===== config.mk =====
export PLATFORM = sky130hd
export DESIGN_NAME = pid_relay_temperature_control_unit
export DESIGN_NICKNAME = d
export VERILOG_FILES = /design/src/hdl/prtc_pkg.sv /design/src/hdl/prtc_div.sv /design/src/hdl/prtc_dp.sv /design/src/hdl/prtc_ctrl.sv /design/src/hdl/pid_relay_temperature_control_unit.sv
export SDC_FILE = /design/constraint.sdc
export NUM_CORES = 2
export LEC_CHECK = 0
export BUFFER_PORTS_ARGS = -buffer_cell sky130_fd_sc_hd__buf_4
export CELL_PAD_IN_SITES_DETAIL_PLACEMENT = 1
export CELL_PAD_IN_SITES_GLOBAL_PLACEMENT = 1
export CORE_AREA = 2 2 373 301
export CTS_CLUSTER_DIAMETER = 50
export CTS_CLUSTER_SIZE = 16
export DETAILED_ROUTE_END_ITERATION = 12
export DIE_AREA = 0 0 375 303
export GPL_ROUTABILITY_DRIVEN = 0
export MAX_ROUTING_LAYER = met4
export PLACE_DENSITY_LB_ADDON = 0.1
export SKIP_CTS_REPAIR_TIMING = 1
export SYNTH_ARGS = -nofsm -noshare
export SYNTH_HDL_FRONTEND = slang
export SYNTH_SLANG_ARGS = --single-unit

===== constraint.sdc =====
create_clock -name clk -period 15.6 [get_ports clk]
set_input_delay 3.12 -clock clk [delete_from_list [all_inputs] [get_ports clk]]
set_output_delay 3.12 -clock clk [all_outputs]
set_load 0.1 [all_outputs]

===== src/hdl/prtc_pkg.sv =====
// Shared types, widths and constants of the PID relay temperature controller.
// Used by every module in the hdl folder; depends on nothing else.
package prtc_pkg;

    // Field and datapath widths
    localparam int TEMP_W     = 16;
    localparam int MS_W       = 16;
    localparam int ERR_W      = 17;
    localparam int DIFF_W     = 18;
    localparam int INT_W      = 14;
    localparam int ISUM_W     = 19;
    localparam int GAIN_W     = 16;
    localparam int DZ_W       = 15;
    localparam int DT_W       = 10;
    localparam int PUMP_W     = 16;
    localparam int PWM_W      = 7;
    localparam int DRIVE_W    = 16;
    localparam int MA_W       = 18;
    localparam int MB_W       = 17;
    localparam int PROD_W     = MA_W + MB_W;
    localparam int ACC_W      = 45;
    localparam int SAT_W      = 24;

    // Shared divider: two quotient bits per cycle
    localparam int DIV_W           = 44;
    localparam int DIV_SHORT_W     = 26;
    localparam int DIV_STEPS_LONG  = DIV_W / 2;
    localparam int DIV_STEPS_SHORT = DIV_SHORT_W / 2;
    localparam int DIV_CNT_W       = $clog2(DIV_STEPS_LONG + 1);

    // Port widths
    localparam int IN_DATA_W  = 40;
    localparam int OUT_DATA_W = 32;
    localparam int CFG_IDX_W  = 4;
    localparam int CFG_DATA_W = 16;

    // Arithmetic constants
    localparam int INT_LIMIT   = 6400;
    localparam int SUM_LIMIT   = 6553600;
    localparam int DECAY_SHIFT = 10;
    localparam int DRIVE_SHIFT = 8;
    localparam logic [DT_W-1:0]   DECAY_MUL   = 10'd973;
    localparam logic [DT_W-1:0]   DEFAULT_DT  = 10'd100;
    localparam logic [MS_W-1:0]   MAX_DT      = 16'd1000;
    localparam logic [DT_W-1:0]   INT_DIV_DEN = 10'd1000;
    localparam logic [DT_W-1:0]   ROUND_BIAS  = 10'd500;
    localparam logic [DT_W-1:0]   MIN_DERIV_DT = 10'd2;
    localparam logic [PWM_W-1:0]  PWM_LAST    = 7'd99;

    // Register indexes of the configuration port
    localparam logic [CFG_IDX_W-1:0] CFG_GAIN_P      = 4'd0;
    localparam logic [CFG_IDX_W-1:0] CFG_GAIN_I      = 4'd1;
    localparam logic [CFG_IDX_W-1:0] CFG_GAIN_D      = 4'd2;
    localparam logic [CFG_IDX_W-1:0] CFG_TARGET      = 4'd3;
    localparam logic [CFG_IDX_W-1:0] CFG_DEAD_ZONE   = 4'd4;
    localparam logic [CFG_IDX_W-1:0] CFG_PUMP_START  = 4'd5;
    localparam logic [CFG_IDX_W-1:0] CFG_PUMP_RUN    = 4'd6;
    localparam logic [CFG_IDX_W-1:0] CFG_PUMP_REST   = 4'd7;

    // Register reset values
    localparam logic [GAIN_W-1:0] GAIN_P_RST     = 16'd256;
    localparam logic [GAIN_W-1:0] GAIN_I_RST     = 16'd0;
    localparam logic [GAIN_W-1:0] GAIN_D_RST     = 16'd0;
    localparam logic [TEMP_W-1:0] TARGET_RST     = 16'd0;
    localparam logic [DZ_W-1:0]   DEAD_ZONE_RST  = 15'd512;
    localparam logic [PUMP_W-1:0] PUMP_START_RST = 16'd5;
    localparam logic [PUMP_W-1:0] PUMP_RUN_RST   = 16'd125;
    localparam logic [PUMP_W-1:0] PUMP_REST_RST  = 16'd60;

    typedef enum logic [3:0] {
        S_IDLE,
        S_ARM,
        S_DECAY,
        S_ERRDT,
        S_DIVI,
        S_DIVI_WAIT,
        S_MULP,
        S_MULI,
        S_MULD,
        S_DIVD,
        S_DIVD_WAIT,
        S_SUM,
        S_OUT
    } state_t;

    typedef enum logic [2:0] {
        MUL_DECAY,
        MUL_ERRDT,
        MUL_P,
        MUL_I,
        MUL_D
    } mul_sel_t;

    typedef struct packed {
        logic     prep;
        logic     arm;
        logic     mul_en;
        mul_sel_t mul_sel;
        logic     decay;
        logic     div_start;
        logic     div_long;
        logic     int_upd;
        logic     acc_load;
        logic     acc_add_prod;
        logic     acc_add_div;
        logic     finish;
        logic     commit;
    } cmd_t;

    typedef struct packed {
        logic armed;
        logic dt_small;
        logic div_busy;
        logic div_done;
    } status_t;

endpackage


===== src/hdl/prtc_div.sv =====
// Iterative unsigned divider, restoring, two quotient bits per cycle.
// Depends on prtc_pkg for its widths and step counts.
module prtc_div (
    input  logic                         clk,
    input  logic                         rst_n,
    input  logic                         start,
    input  logic                         long_op,
    input  logic [prtc_pkg::DIV_W-1:0]   num,
    input  logic [prtc_pkg::DT_W-1:0]    den,
    output logic                         busy,
    output logic                         done,
    output logic [prtc_pkg::DIV_W-1:0]   quot
);
    import prtc_pkg::*;

    logic                 busy_reg;
    logic                 done_reg;
    logic [DIV_CNT_W-1:0] cnt_reg;
    logic [DIV_W-1:0]     work_reg;
    logic [DT_W-1:0]      rem_reg;
    logic [DT_W-1:0]      den_reg;

    logic [DT_W:0]        t1;
    logic [DT_W:0]        t2;
    logic [DT_W:0]        d1;
    logic [DT_W:0]        d2;
    logic                 ge1;
    logic                 ge2;
    logic [DT_W-1:0]      r1;
    logic [DT_W-1:0]      r2;

    // The remainder stays below the divisor, so it always fits the divisor width.
    always_comb
    begin
        t1  = {rem_reg, work_reg[DIV_W-1]};
        d1  = t1 - {1'b0, den_reg};
        ge1 = (t1 >= {1'b0, den_reg});
        r1  = ge1 ? d1[DT_W-1:0] : t1[DT_W-1:0];
        t2  = {r1, work_reg[DIV_W-2]};
        d2  = t2 - {1'b0, den_reg};
        ge2 = (t2 >= {1'b0, den_reg});
        r2  = ge2 ? d2[DT_W-1:0] : t2[DT_W-1:0];
    end

    always_ff @(posedge clk or negedge rst_n)
    begin
        if (!rst_n)
        begin
            busy_reg <= 1'b0;
            done_reg <= 1'b0;
            cnt_reg  <= '0;
        end
        else if (start)
        begin
            busy_reg <= 1'b1;
            done_reg <= 1'b0;
            cnt_reg  <= long_op ? DIV_CNT_W'(DIV_STEPS_LONG) : DIV_CNT_W'(DIV_STEPS_SHORT);
        end
        else if (busy_reg)
        begin
            cnt_reg <= cnt_reg - DIV_CNT_W'(1);
            if (cnt_reg == DIV_CNT_W'(1))
            begin
                busy_reg <= 1'b0;
                done_reg <= 1'b1;
            end
        end
    end

    // A short divide starts with its numerator in the top bits of the work register.
    always_ff @(posedge clk)
    begin
        if (start)
        begin
            rem_reg  <= '0;
            den_reg  <= den;
            work_reg <= long_op ? num : {num[DIV_SHORT_W-1:0], {(DIV_W-DIV_SHORT_W){1'b0}}};
        end
        else if (busy_reg)
        begin
            rem_reg  <= r2;
            work_reg <= {work_reg[DIV_W-3:0], ge1, ge2};
        end
    end

    assign busy = busy_reg;
    assign done = done_reg;
    assign quot = work_reg;

endmodule


===== src/hdl/prtc_dp.sv =====
// Datapath of the temperature controller: configuration registers, PID arithmetic
// around one shared multiplier and divider, PWM and pump sequencing, result register.
// Depends on prtc_pkg and prtc_div.
module prtc_dp (
    input  logic                             clk,
    input  logic                             rst_n,
    input  logic                             cfg_we,
    input  logic [prtc_pkg::CFG_IDX_W-1:0]   cfg_index,
    input  logic [prtc_pkg::CFG_DATA_W-1:0]  cfg_data,
    input  logic [prtc_pkg::IN_DATA_W-1:0]   in_data,
    input  prtc_pkg::cmd_t                   cmd,
    output prtc_pkg::status_t                status,
    output logic [prtc_pkg::OUT_DATA_W-1:0]  out_data
);
    import prtc_pkg::*;

    // Configuration registers
    logic [GAIN_W-1:0]        gain_p_reg;
    logic [GAIN_W-1:0]        gain_i_reg;
    logic [GAIN_W-1:0]        gain_d_reg;
    logic signed [TEMP_W-1:0] target_reg;
    logic [DZ_W-1:0]          dead_zone_reg;
    logic [PUMP_W-1:0]        pump_start_reg;
    logic [PUMP_W-1:0]        pump_run_reg;
    logic [PUMP_W-1:0]        pump_rest_reg;

    // Controller state
    logic signed [INT_W-1:0]  integral_reg;
    logic signed [ERR_W-1:0]  last_err_reg;
    logic                     armed_reg;
    logic [PWM_W-1:0]         pwm_count_reg;
    logic [PUMP_W-1:0]        pump_count_reg;
    logic                     pump_state_reg;

    // Working registers of one item
    logic signed [ERR_W-1:0]   err_reg;
    logic                      band_reg;
    logic [DT_W-1:0]           dt_reg;
    logic                      sec_reg;
    logic signed [PROD_W-1:0]  prod_reg;
    logic signed [ACC_W-1:0]   acc_reg;
    logic signed [DRIVE_W-1:0] drive_reg;
    logic [OUT_DATA_W-1:0]     out_data_reg;

    // Input item fields
    logic signed [TEMP_W-1:0] in_temp;
    logic [MS_W-1:0]          in_ms;
    logic                     in_sec;

    logic signed [ERR_W-1:0]  err_raw;
    logic [ERR_W-1:0]         err_mag;
    logic                     in_band;
    logic [DT_W-1:0]          dt_w;

    logic signed [DIFF_W-1:0] diff;
    logic signed [MA_W-1:0]   mul_a;
    logic signed [MB_W-1:0]   mul_b;
    logic signed [PROD_W-1:0] prod_w;

    logic                     prod_neg;
    logic [PROD_W-1:0]        prod_mag;
    logic [PROD_W-1:0]        dec_shift;
    logic signed [INT_W-1:0]  dec_val;

    logic [DIV_SHORT_W-1:0]   int_num;
    logic [DIV_W-1:0]         der_base;
    logic [DIV_W-1:0]         der_num;
    logic [DIV_W-1:0]         div_num;
    logic [DT_W-1:0]          div_den;
    logic [DIV_W-1:0]         div_quot;
    logic                     div_busy;
    logic                     div_done;

    logic signed [ISUM_W-1:0] q_int;
    logic signed [ISUM_W-1:0] int_sum;
    logic signed [INT_W-1:0]  int_sat;

    logic signed [ACC_W-1:0]  q_acc;
    logic signed [SAT_W-1:0]  sum_sat;
    logic [SAT_W-1:0]         sat_mag;
    logic [SAT_W-1:0]         sat_shift;
    logic signed [DRIVE_W-1:0] drive_w;

    logic [PWM_W-1:0]         pwm_next;
    logic signed [DRIVE_W-1:0] neg_drive;
    logic                     heat;
    logic                     cool;
    logic [PUMP_W-1:0]        pump_cnt1;
    logic [PUMP_W:0]          stop_at;
    logic [PUMP_W-1:0]        pump_cnt_new;
    logic                     pump_state_new;

    always_ff @(posedge clk or negedge rst_n)
    begin
        if (!rst_n)
        begin
            gain_p_reg     <= GAIN_P_RST;
            gain_i_reg     <= GAIN_I_RST;
            gain_d_reg     <= GAIN_D_RST;
            target_reg     <= TARGET_RST;
            dead_zone_reg  <= DEAD_ZONE_RST;
            pump_start_reg <= PUMP_START_RST;
            pump_run_reg   <= PUMP_RUN_RST;
            pump_rest_reg  <= PUMP_REST_RST;
        end
        else if (cfg_we)
        begin
            case (cfg_index)
                CFG_GAIN_P:     gain_p_reg     <= cfg_data;
                CFG_GAIN_I:     gain_i_reg     <= cfg_data;
                CFG_GAIN_D:     gain_d_reg     <= cfg_data;
                CFG_TARGET:     target_reg     <= cfg_data;
                CFG_DEAD_ZONE:  dead_zone_reg  <= cfg_data[DZ_W-1:0];
                CFG_PUMP_START: pump_start_reg <= cfg_data;
                CFG_PUMP_RUN:   pump_run_reg   <= cfg_data;
                CFG_PUMP_REST:  pump_rest_reg  <= cfg_data;
                default:        ;
            endcase
        end
    end

    // Error, deadband and time step straight from the incoming item
    assign in_temp = in_data[TEMP_W-1:0];
    assign in_ms   = in_data[TEMP_W+MS_W-1:TEMP_W];
    assign in_sec  = in_data[TEMP_W+MS_W];

    always_comb
    begin
        err_raw = ERR_W'(target_reg) - ERR_W'(in_temp);
        err_mag = err_raw[ERR_W-1] ? ERR_W'(-err_raw) : ERR_W'(err_raw);
        in_band = (err_mag <= {2'b00, dead_zone_reg});
        if ((in_ms == '0) || (in_ms > MAX_DT))
        begin
            dt_w = DEFAULT_DT;
        end
        else
        begin
            dt_w = in_ms[DT_W-1:0];
        end
    end

    always_ff @(posedge clk)
    begin
        if (cmd.prep)
        begin
            err_reg  <= in_band ? '0 : err_raw;
            band_reg <= in_band;
            dt_reg   <= dt_w;
            sec_reg  <= in_sec;
        end
    end

    // Shared signed multiplier, registered
    assign diff = DIFF_W'(err_reg) - DIFF_W'(last_err_reg);

    always_comb
    begin
        case (cmd.mul_sel)
            MUL_DECAY:
            begin
                mul_a = MA_W'(integral_reg);
                mul_b = MB_W'(DECAY_MUL);
            end
            MUL_ERRDT:
            begin
                mul_a = MA_W'(err_reg);
                mul_b = MB_W'(dt_reg);
            end
            MUL_P:
            begin
                mul_a = MA_W'(err_reg);
                mul_b = MB_W'(gain_p_reg);
            end
            MUL_I:
            begin
                mul_a = MA_W'(integral_reg);
                mul_b = MB_W'(gain_i_reg);
            end
            MUL_D:
            begin
                mul_a = MA_W'(diff);
                mul_b = MB_W'(gain_d_reg);
            end
            default:
            begin
                mul_a = '0;
                mul_b = '0;
            end
        endcase
        prod_w = PROD_W'(mul_a) * PROD_W'(mul_b);
    end

    always_ff @(posedge clk)
    begin
        if (cmd.mul_en)
        begin
            prod_reg <= prod_w;
        end
    end

    // All divisions work on magnitudes; the sign comes back afterwards.
    always_comb
    begin
        prod_neg  = prod_reg[PROD_W-1];
        prod_mag  = prod_neg ? PROD_W'(-prod_reg) : PROD_W'(prod_reg);
        dec_shift = prod_mag >> DECAY_SHIFT;
        dec_val   = prod_neg ? INT_W'(-dec_shift[INT_W-1:0]) : INT_W'(dec_shift[INT_W-1:0]);
        int_num   = prod_mag[DIV_SHORT_W-1:0] + DIV_SHORT_W'(ROUND_BIAS);
        // Times 1000 as 1024 - 16 - 8
        der_base  = DIV_W'(prod_mag);
        der_num   = (der_base << 10) - (der_base << 4) - (der_base << 3);
        div_num   = cmd.div_long ? der_num : DIV_W'(int_num);
        div_den   = cmd.div_long ? dt_reg : INT_DIV_DEN;
    end

    prtc_div u_div (
        .clk     (clk),
        .rst_n   (rst_n),
        .start   (cmd.div_start),
        .long_op (cmd.div_long),
        .num     (div_num),
        .den     (div_den),
        .busy    (div_busy),
        .done    (div_done),
        .quot    (div_quot)
    );

    // Integral update with saturation
    always_comb
    begin
        q_int   = {2'b00, div_quot[ERR_W-1:0]};
        int_sum = ISUM_W'(integral_reg) + (prod_neg ? -q_int : q_int);
        if (int_sum > INT_LIMIT)
        begin
            int_sat = INT_W'(INT_LIMIT);
        end
        else if (int_sum < -INT_LIMIT)
        begin
            int_sat = INT_W'(-INT_LIMIT);
        end
        else
        begin
            int_sat = int_sum[INT_W-1:0];
        end
    end

    always_ff @(posedge clk or negedge rst_n)
    begin
        if (!rst_n)
        begin
            integral_reg <= '0;
        end
        else if (cmd.decay && band_reg)
        begin
            integral_reg <= dec_val;
        end
        else if (cmd.int_upd)
        begin
            integral_reg <= int_sat;
        end
    end

    // Accumulator of the three terms
    assign q_acc = {1'b0, div_quot};

    always_ff @(posedge clk)
    begin
        if (cmd.acc_load)
        begin
            acc_reg <= ACC_W'(prod_reg);
        end
        else if (cmd.acc_add_prod)
        begin
            acc_reg <= acc_reg + ACC_W'(prod_reg);
        end
        else if (cmd.acc_add_div)
        begin
            acc_reg <= acc_reg + (prod_neg ? -q_acc : q_acc);
        end
    end

    // Output saturation and scaling to Q8.8 percent
    always_comb
    begin
        if (acc_reg > SUM_LIMIT)
        begin
            sum_sat = SAT_W'(SUM_LIMIT);
        end
        else if (acc_reg < -SUM_LIMIT)
        begin
            sum_sat = SAT_W'(-SUM_LIMIT);
        end
        else
        begin
            sum_sat = acc_reg[SAT_W-1:0];
        end
        sat_mag   = sum_sat[SAT_W-1] ? SAT_W'(-sum_sat) : SAT_W'(sum_sat);
        sat_shift = sat_mag >> DRIVE_SHIFT;
        drive_w   = sum_sat[SAT_W-1] ? DRIVE_W'(-sat_shift[DRIVE_W-1:0])
                                     : DRIVE_W'(sat_shift[DRIVE_W-1:0]);
    end

    always_ff @(posedge clk)
    begin
        if (cmd.arm)
        begin
            drive_reg <= '0;
        end
        else if (cmd.finish)
        begin
            drive_reg <= drive_w;
        end
    end

    always_ff @(posedge clk or negedge rst_n)
    begin
        if (!rst_n)
        begin
            armed_reg    <= 1'b0;
            last_err_reg <= '0;
        end
        else if (cmd.arm)
        begin
            armed_reg    <= 1'b1;
            last_err_reg <= '0;
        end
        else if (cmd.finish)
        begin
            last_err_reg <= err_reg;
        end
    end

    // Slow PWM and relays
    always_comb
    begin
        pwm_next  = (pwm_count_reg == PWM_LAST) ? '0 : pwm_count_reg + PWM_W'(1);
        neg_drive = -drive_reg;
        heat = !drive_reg[DRIVE_W-1] && (drive_reg != '0)
               && (pwm_next < drive_reg[DRIVE_W-2:DRIVE_SHIFT]);
        cool = drive_reg[DRIVE_W-1] && (pwm_next < neg_drive[DRIVE_W-2:DRIVE_SHIFT]);
    end

    // Pump sequence: off until the start count, on until the run end, then rest.
    always_comb
    begin
        pump_cnt1      = pump_count_reg + PUMP_W'(1);
        stop_at        = {1'b0, pump_run_reg} + {1'b0, pump_rest_reg};
        pump_cnt_new   = pump_count_reg;
        pump_state_new = pump_state_reg;
        if (sec_reg)
        begin
            pump_cnt_new = pump_cnt1;
            if (pump_cnt1 < pump_start_reg)
            begin
                pump_state_new = 1'b0;
            end
            else if (pump_cnt1 < pump_run_reg)
            begin
                pump_state_new = 1'b1;
            end
            else if ({1'b0, pump_cnt1} < stop_at)
            begin
                pump_state_new = 1'b0;
            end
            else
            begin
                pump_state_new = 1'b0;
                pump_cnt_new   = '0;
            end
        end
    end

    always_ff @(posedge clk or negedge rst_n)
    begin
        if (!rst_n)
        begin
            pwm_count_reg  <= '0;
            pump_count_reg <= '0;
            pump_state_reg <= 1'b0;
        end
        else if (cmd.commit)
        begin
            pwm_count_reg  <= pwm_next;
            pump_count_reg <= pump_cnt_new;
            pump_state_reg <= pump_state_new;
        end
    end

    always_ff @(posedge clk)
    begin
        if (cmd.commit)
        begin
            out_data_reg <= {{(OUT_DATA_W-DRIVE_W-3-PWM_W){1'b0}},
                             pwm_next, pump_state_new, cool, heat, drive_reg};
        end
    end

    assign out_data        = out_data_reg;
    assign status.armed    = armed_reg;
    assign status.dt_small = (dt_reg < MIN_DERIV_DT);
    assign status.div_busy = div_busy;
    assign status.div_done = div_done;

`ifndef SYNTHESIS
    a_integral_range: assert property (@(posedge clk) disable iff (!rst_n)
        (integral_reg <= INT_LIMIT) && (integral_reg >= -INT_LIMIT))
        else $error("integral accumulator outside its saturation limits");

    a_pwm_range: assert property (@(posedge clk) disable iff (!rst_n)
        pwm_count_reg <= PWM_LAST)
        else $error("PWM counter beyond its last step");

    a_drive_range: assert property (@(posedge clk) disable iff (!rst_n)
        cmd.finish |=> (drive_reg <= 16'sd25600) && (drive_reg >= -16'sd25600))
        else $error("drive value outside plus or minus 100 percent");

    a_relays_exclusive: assert property (@(posedge clk) disable iff (!rst_n)
        cmd.commit |=> !(out_data_reg[DRIVE_W] && out_data_reg[DRIVE_W+1]))
        else $error("heater and cooler both on");
`endif

endmodule


===== src/hdl/prtc_ctrl.sv =====
// Sequencer of the temperature controller: steps the datapath through one item
// and runs both stream handshakes. Depends on prtc_pkg.
module prtc_ctrl (
    input  logic                clk,
    input  logic                rst_n,
    input  logic                s_axis_tvalid,
    output logic                s_axis_tready,
    output logic                m_axis_tvalid,
    input  logic                m_axis_tready,
    input  prtc_pkg::status_t   status,
    output prtc_pkg::cmd_t      cmd
);
    import prtc_pkg::*;

    state_t state_reg;
    state_t state_next;
    logic   m_valid_reg;
    logic   m_valid_next;

    always_ff @(posedge clk or negedge rst_n)
    begin
        if (!rst_n)
        begin
            state_reg   <= S_IDLE;
            m_valid_reg <= 1'b0;
        end
        else
        begin
            state_reg   <= state_next;
            m_valid_reg <= m_valid_next;
        end
    end

    always_comb
    begin
        state_next    = state_reg;
        cmd           = '0;
        s_axis_tready = 1'b0;
        m_valid_next  = m_valid_reg;
        if (m_valid_reg && m_axis_tready)
        begin
            m_valid_next = 1'b0;
        end

        case (state_reg)
            S_IDLE:
            begin
                s_axis_tready = 1'b1;
                if (s_axis_tvalid)
                begin
                    cmd.prep   = 1'b1;
                    state_next = status.armed ? S_DECAY : S_ARM;
                end
            end
            S_ARM:
            begin
                cmd.arm    = 1'b1;
                state_next = S_OUT;
            end
            S_DECAY:
            begin
                cmd.mul_en  = 1'b1;
                cmd.mul_sel = MUL_DECAY;
                state_next  = S_ERRDT;
            end
            S_ERRDT:
            begin
                cmd.decay   = 1'b1;
                cmd.mul_en  = 1'b1;
                cmd.mul_sel = MUL_ERRDT;
                state_next  = S_DIVI;
            end
            S_DIVI:
            begin
                cmd.div_start = 1'b1;
                state_next    = S_DIVI_WAIT;
            end
            S_DIVI_WAIT:
            begin
                if (status.div_done)
                begin
                    cmd.int_upd = 1'b1;
                    state_next  = S_MULP;
                end
            end
            S_MULP:
            begin
                cmd.mul_en  = 1'b1;
                cmd.mul_sel = MUL_P;
                state_next  = S_MULI;
            end
            S_MULI:
            begin
                cmd.acc_load = 1'b1;
                cmd.mul_en   = 1'b1;
                cmd.mul_sel  = MUL_I;
                state_next   = S_MULD;
            end
            S_MULD:
            begin
                cmd.acc_add_prod = 1'b1;
                cmd.mul_en       = 1'b1;
                cmd.mul_sel      = MUL_D;
                state_next       = S_DIVD;
            end
            S_DIVD:
            begin
                // A time step below two milliseconds drops the derivative term.
                if (status.dt_small)
                begin
                    state_next = S_SUM;
                end
                else
                begin
                    cmd.div_start = 1'b1;
                    cmd.div_long  = 1'b1;
                    state_next    = S_DIVD_WAIT;
                end
            end
            S_DIVD_WAIT:
            begin
                if (status.div_done)
                begin
                    cmd.acc_add_div = 1'b1;
                    state_next      = S_SUM;
                end
            end
            S_SUM:
            begin
                cmd.finish = 1'b1;
                state_next = S_OUT;
            end
            S_OUT:
            begin
                if (!m_valid_reg || m_axis_tready)
                begin
                    cmd.commit   = 1'b1;
                    m_valid_next = 1'b1;
                    state_next   = S_IDLE;
                end
            end
            default:
            begin
                state_next = S_IDLE;
            end
        endcase
    end

    assign m_axis_tvalid = m_valid_reg;

`ifndef SYNTHESIS
    a_one_item_at_a_time: assert property (@(posedge clk) disable iff (!rst_n)
        (s_axis_tvalid && s_axis_tready) |=> !s_axis_tready)
        else $error("new item taken while the previous one is in progress");

    a_div_free_on_start: assert property (@(posedge clk) disable iff (!rst_n)
        cmd.div_start |-> !status.div_busy)
        else $error("divider restarted while busy");

    a_result_from_commit: assert property (@(posedge clk) disable iff (!rst_n)
        $rose(m_valid_reg) |-> $past(cmd.commit))
        else $error("result shown without a commit");
`endif

endmodule


===== src/hdl/pid_relay_temperature_control_unit.sv =====
// Top level of the PID relay temperature controller.
// Joins the sequencer prtc_ctrl and the datapath prtc_dp; depends on prtc_pkg.
//
// Each input item is one control tick. The block takes one item at a time: a new
// tick is accepted only once the result of the last one is committed. The run time
// of an ordinary tick is set by the shared iterative divider, which yields two
// quotient bits a cycle: it rounds the integral increment and, unless the time step
// is below 2 ms, forms the derivative term, with steps of the one shared multiplier
// around them; the very first tick after reset only arms the controller. The result
// waits in an output register, and the next tick may be accepted while it does.
// Configuration writes are accepted in every cycle and must be made while no tick
// is in progress.
module pid_relay_temperature_control_unit (
    input  logic                              clk,
    input  logic                              rst_n,
    // temperature [15:0], elapsed_ms [31:16], second_passed [32], zeros [39:33]
    input  logic [prtc_pkg::IN_DATA_W-1:0]    s_axis_tdata,
    input  logic                              s_axis_tvalid,
    output logic                              s_axis_tready,
    // drive_value [15:0], heater_on [16], cooler_on [17], pump_on [18],
    // pwm_phase [25:19], zeros [31:26]
    output logic [prtc_pkg::OUT_DATA_W-1:0]   m_axis_tdata,
    output logic                              m_axis_tvalid,
    input  logic                              m_axis_tready,
    input  logic                              cfg_valid,
    output logic                              cfg_ready,
    input  logic [prtc_pkg::CFG_IDX_W-1:0]    cfg_index,
    input  logic [prtc_pkg::CFG_DATA_W-1:0]   cfg_data
);
    import prtc_pkg::*;

    cmd_t    cmd;
    status_t status;

    assign cfg_ready = 1'b1;

    prtc_ctrl u_ctrl (
        .clk           (clk),
        .rst_n         (rst_n),
        .s_axis_tvalid (s_axis_tvalid),
        .s_axis_tready (s_axis_tready),
        .m_axis_tvalid (m_axis_tvalid),
        .m_axis_tready (m_axis_tready),
        .status        (status),
        .cmd           (cmd)
    );

    prtc_dp u_dp (
        .clk       (clk),
        .rst_n     (rst_n),
        .cfg_we    (cfg_valid && cfg_ready),
        .cfg_index (cfg_index),
        .cfg_data  (cfg_data),
        .in_data   (s_axis_tdata),
        .cmd       (cmd),
        .status    (status),
        .out_data  (m_axis_tdata)
    );

endmodule


==> run metrics <==
vias in the first global route 37.2k; Reg area 0.0111 sq mm; clock tree buffer depth 3; drt first pass iters 5; top post-synthesis cells by area fa_1 15%, edfxtp_1 13%, ha_1 11%, dfrtp_1 10%, inv_1 5.0%; Slew HR 0.194; leading cell types in the layout, fill and taps excluded 582 x inv_1, 537 x nand2_1, 381 x nor2_1, 380 x ha_1, 333 x o21ai_0; r2r setup slk 5.40 ns; worst setup path startpoint u_dp.err_reg[1]$_SDFFCE_PP0P_; startpoint types register; final period utilization 0.654; status finished, final reports clean; Cell Area, Synth 0.0436 sq mm; post-DP HPWL 116000 microns; DR DRC count 0; TritonCTS clock tree built; CP endpoint kind register; total track usage 0.266; Finish-stage setup viols 0; final worst path period need 10.20 ns; max reg flops 45; setup tns final 0 ns; Skew-Pair Late Insertion Delay 0.66 ns; CP Data Arrival Time 10.58 ns; Num CTS Buffers 66; num rows 109; max_cap viols 0; Synth cell types 94; most frequent CP cell fa_1; #FFs+latches synth 410; total number of vias 35.8k; Worst R2R End u_dp.prod_reg[33]$_DFFE_PN_; Fmax 98.1 MHz; cell taking the most area after synthesis fa_1; Clock Skew 0.0289 ns; GRT Residual Overflow 0; Multi-input gate area 0.0297 sq mm; unrepaired setup endpoints after global routing false; DIE AREA 0.114 sq mm; die height 303 microns; Hold Fails Final Rpt 0; Worst-path clk slew 0.06 ns; Slew @ Worst Pin 1.21 ns; Routed Antenna Nets 0; layout cells sized above 1 0.0897; global-route wire length before repair 226000 microns; sequential area share after synthesis 0.254; gate count of the mapped netlist 4936; crit path kind register to register; routed wire length 145000 microns; # nets final 5731; per-cell routed wire length 22.4 microns; number of flops mapped to enable cells by yosys 189; commonest non-fill, non-tap cell in the layout inv_1; largest net degree at the start of global routing 88; root buffer cell clkbuf_16; fill count 12.7k; prevailing post-synth register cell edfxtp_1; Iter 0 DRT Violations 2043; die width 375 microns; Yosys top cell area share 0.148; initial antenna violation count 3; WP data required 15.98 ns; reg2reg path depth 31; worst reg2reg startpoint u_dp.err_reg[1]$_SDFFCE_PP0P_; CP max FO 5; slowest stage delay, CP 0.93 ns; worst min path class register to register; Initial Utilization 0.397; Slew Viols, Final 0; Vias per Instance 5.54; # IOs 100; Sink Count 410; Mapped Avg Cell Area 8.83 sq um; highest-delay cell along the critical path a221oi_1; yosys synthesis warning count 0; area grow syn2layout 10.4%; Synth async-reset ratio 0.476; Core ar. 0.110 sq mm; worst setup path endpoint u_dp.prod_reg[33]$_DFFE_PN_; port bufs 85; H-Tree Depth 3
==> worst max-delay path: cells and delay by family, from the launching register on <==
family	cells	cell delay, ns
xor+xnor	2	0.30
flops	1	0.49
buf+inv	4	0.25
fa+ha+maj	8	3.97
compound gates	12	4.00
simple gates	5	0.90
==> layer usage <==
metal | global-route usage | up-vias | share of wire
li1 | - | 17012 | -
met1 | 0.369 | 17991 | 0.49
met2 | 0.406 | 644 | 0.44
met3 | 0.0401 | 169 | 0.044
met4 | 0.0682 | 0 | 0.024
met5 | - | - | 0
==> logic make-up after synthesis <==
| logic type | Yosys count | share of synthesized area |
|---|---|---|
| adder cells (fa/ha/maj) | 705 | 0.258 |
| multiplexers | 133 | 0.0337 |
| XOR/XNOR | 335 | 0.0673 |
| flip-flops | 410 | 0.254 |
| other | 2 | 0.000172 |
| AO/OA/AOI/OAI | 1118 | 0.165 |
| AND/OR/NAND/NOR | 1459 | 0.155 |
| buffers and inverters | 774 | 0.0674 |
==> how the worst min path moves through the flow <==
| stage | from | endpoint | cells past startpoint |
|---|---|---|---|
| after floorplan | u_dp.drive_reg[10]$_SDFFE_PP0N_ | u_dp.out_data[10]$_DFFE_PP_ | 0 |
| after global placement | u_dp.drive_reg[0]$_SDFFE_PP0N_ | u_dp.out_data[0]$_DFFE_PP_ | 0 |
| after detailed placement | u_dp.drive_reg[0]$_SDFFE_PP0N_ | u_dp.out_data[0]$_DFFE_PP_ | 0 |
| after CTS | u_dp.drive_reg[7]$_SDFFE_PP0N_ | u_dp.out_data[7]$_DFFE_PP_ | 0 |
| after global routing | u_dp.drive_reg[7]$_SDFFE_PP0N_ | u_dp.out_data[7]$_DFFE_PP_ | 0 |
| final | u_dp.drive_reg[7]$_SDFFE_PP0N_ | u_dp.out_data[7]$_DFFE_PP_ | 0 |
==> area by class of cell <==
type,count,area share
timing repair buffer,145,0.0228
inverter,584,0.0455
clock buffer,76,0.0368
tap,1443,0.0375
clock inverter,45,0.0100
sequential,410,0.230
antenna,1,0.0000520
multi-input combinational,3757,0.617
==> per-stage QoR <==
stage / setup WS [ns] / util / hold WS (ns) / cells / instance area (sq um)
after floorplan: 7.21 / - / 0.430 / 4941 / 43600
after global placement: 5.59 / 0.418 / 0.450 / 6339 / 45900
after detailed placement: 5.58 / 0.418 / 0.446 / 6339 / 45900
after CTS: 5.52 / 0.438 / 0.468 / 6460 / 48100
after global routing: 4.76 / 0.438 / 0.482 / 6461 / 48100
final: 5.40 / 0.438 / 0.461 / 6461 / 48100
==> cell usage after synthesis (44+ instances only) <==
cell and count:
a21o_1 96, o21ai_0 333, and3_1 44, a21oi_1 233
clkbuf_1 168, xor2_1 141, nor3_1 74, nor2_1 385
nand2_1 539, ha_1 380, nand3_1 93, fa_1 322
mux2_2 111, o21a_1 64, nand4_1 44, inv_1 583
nand2b_1 61, xnor2_1 194, dfrtp_1 181, edfxtp_1 189
Power is not shown: default switching activity piles up to over one toggle a cycle in this logic, so the estimate is an artifact.
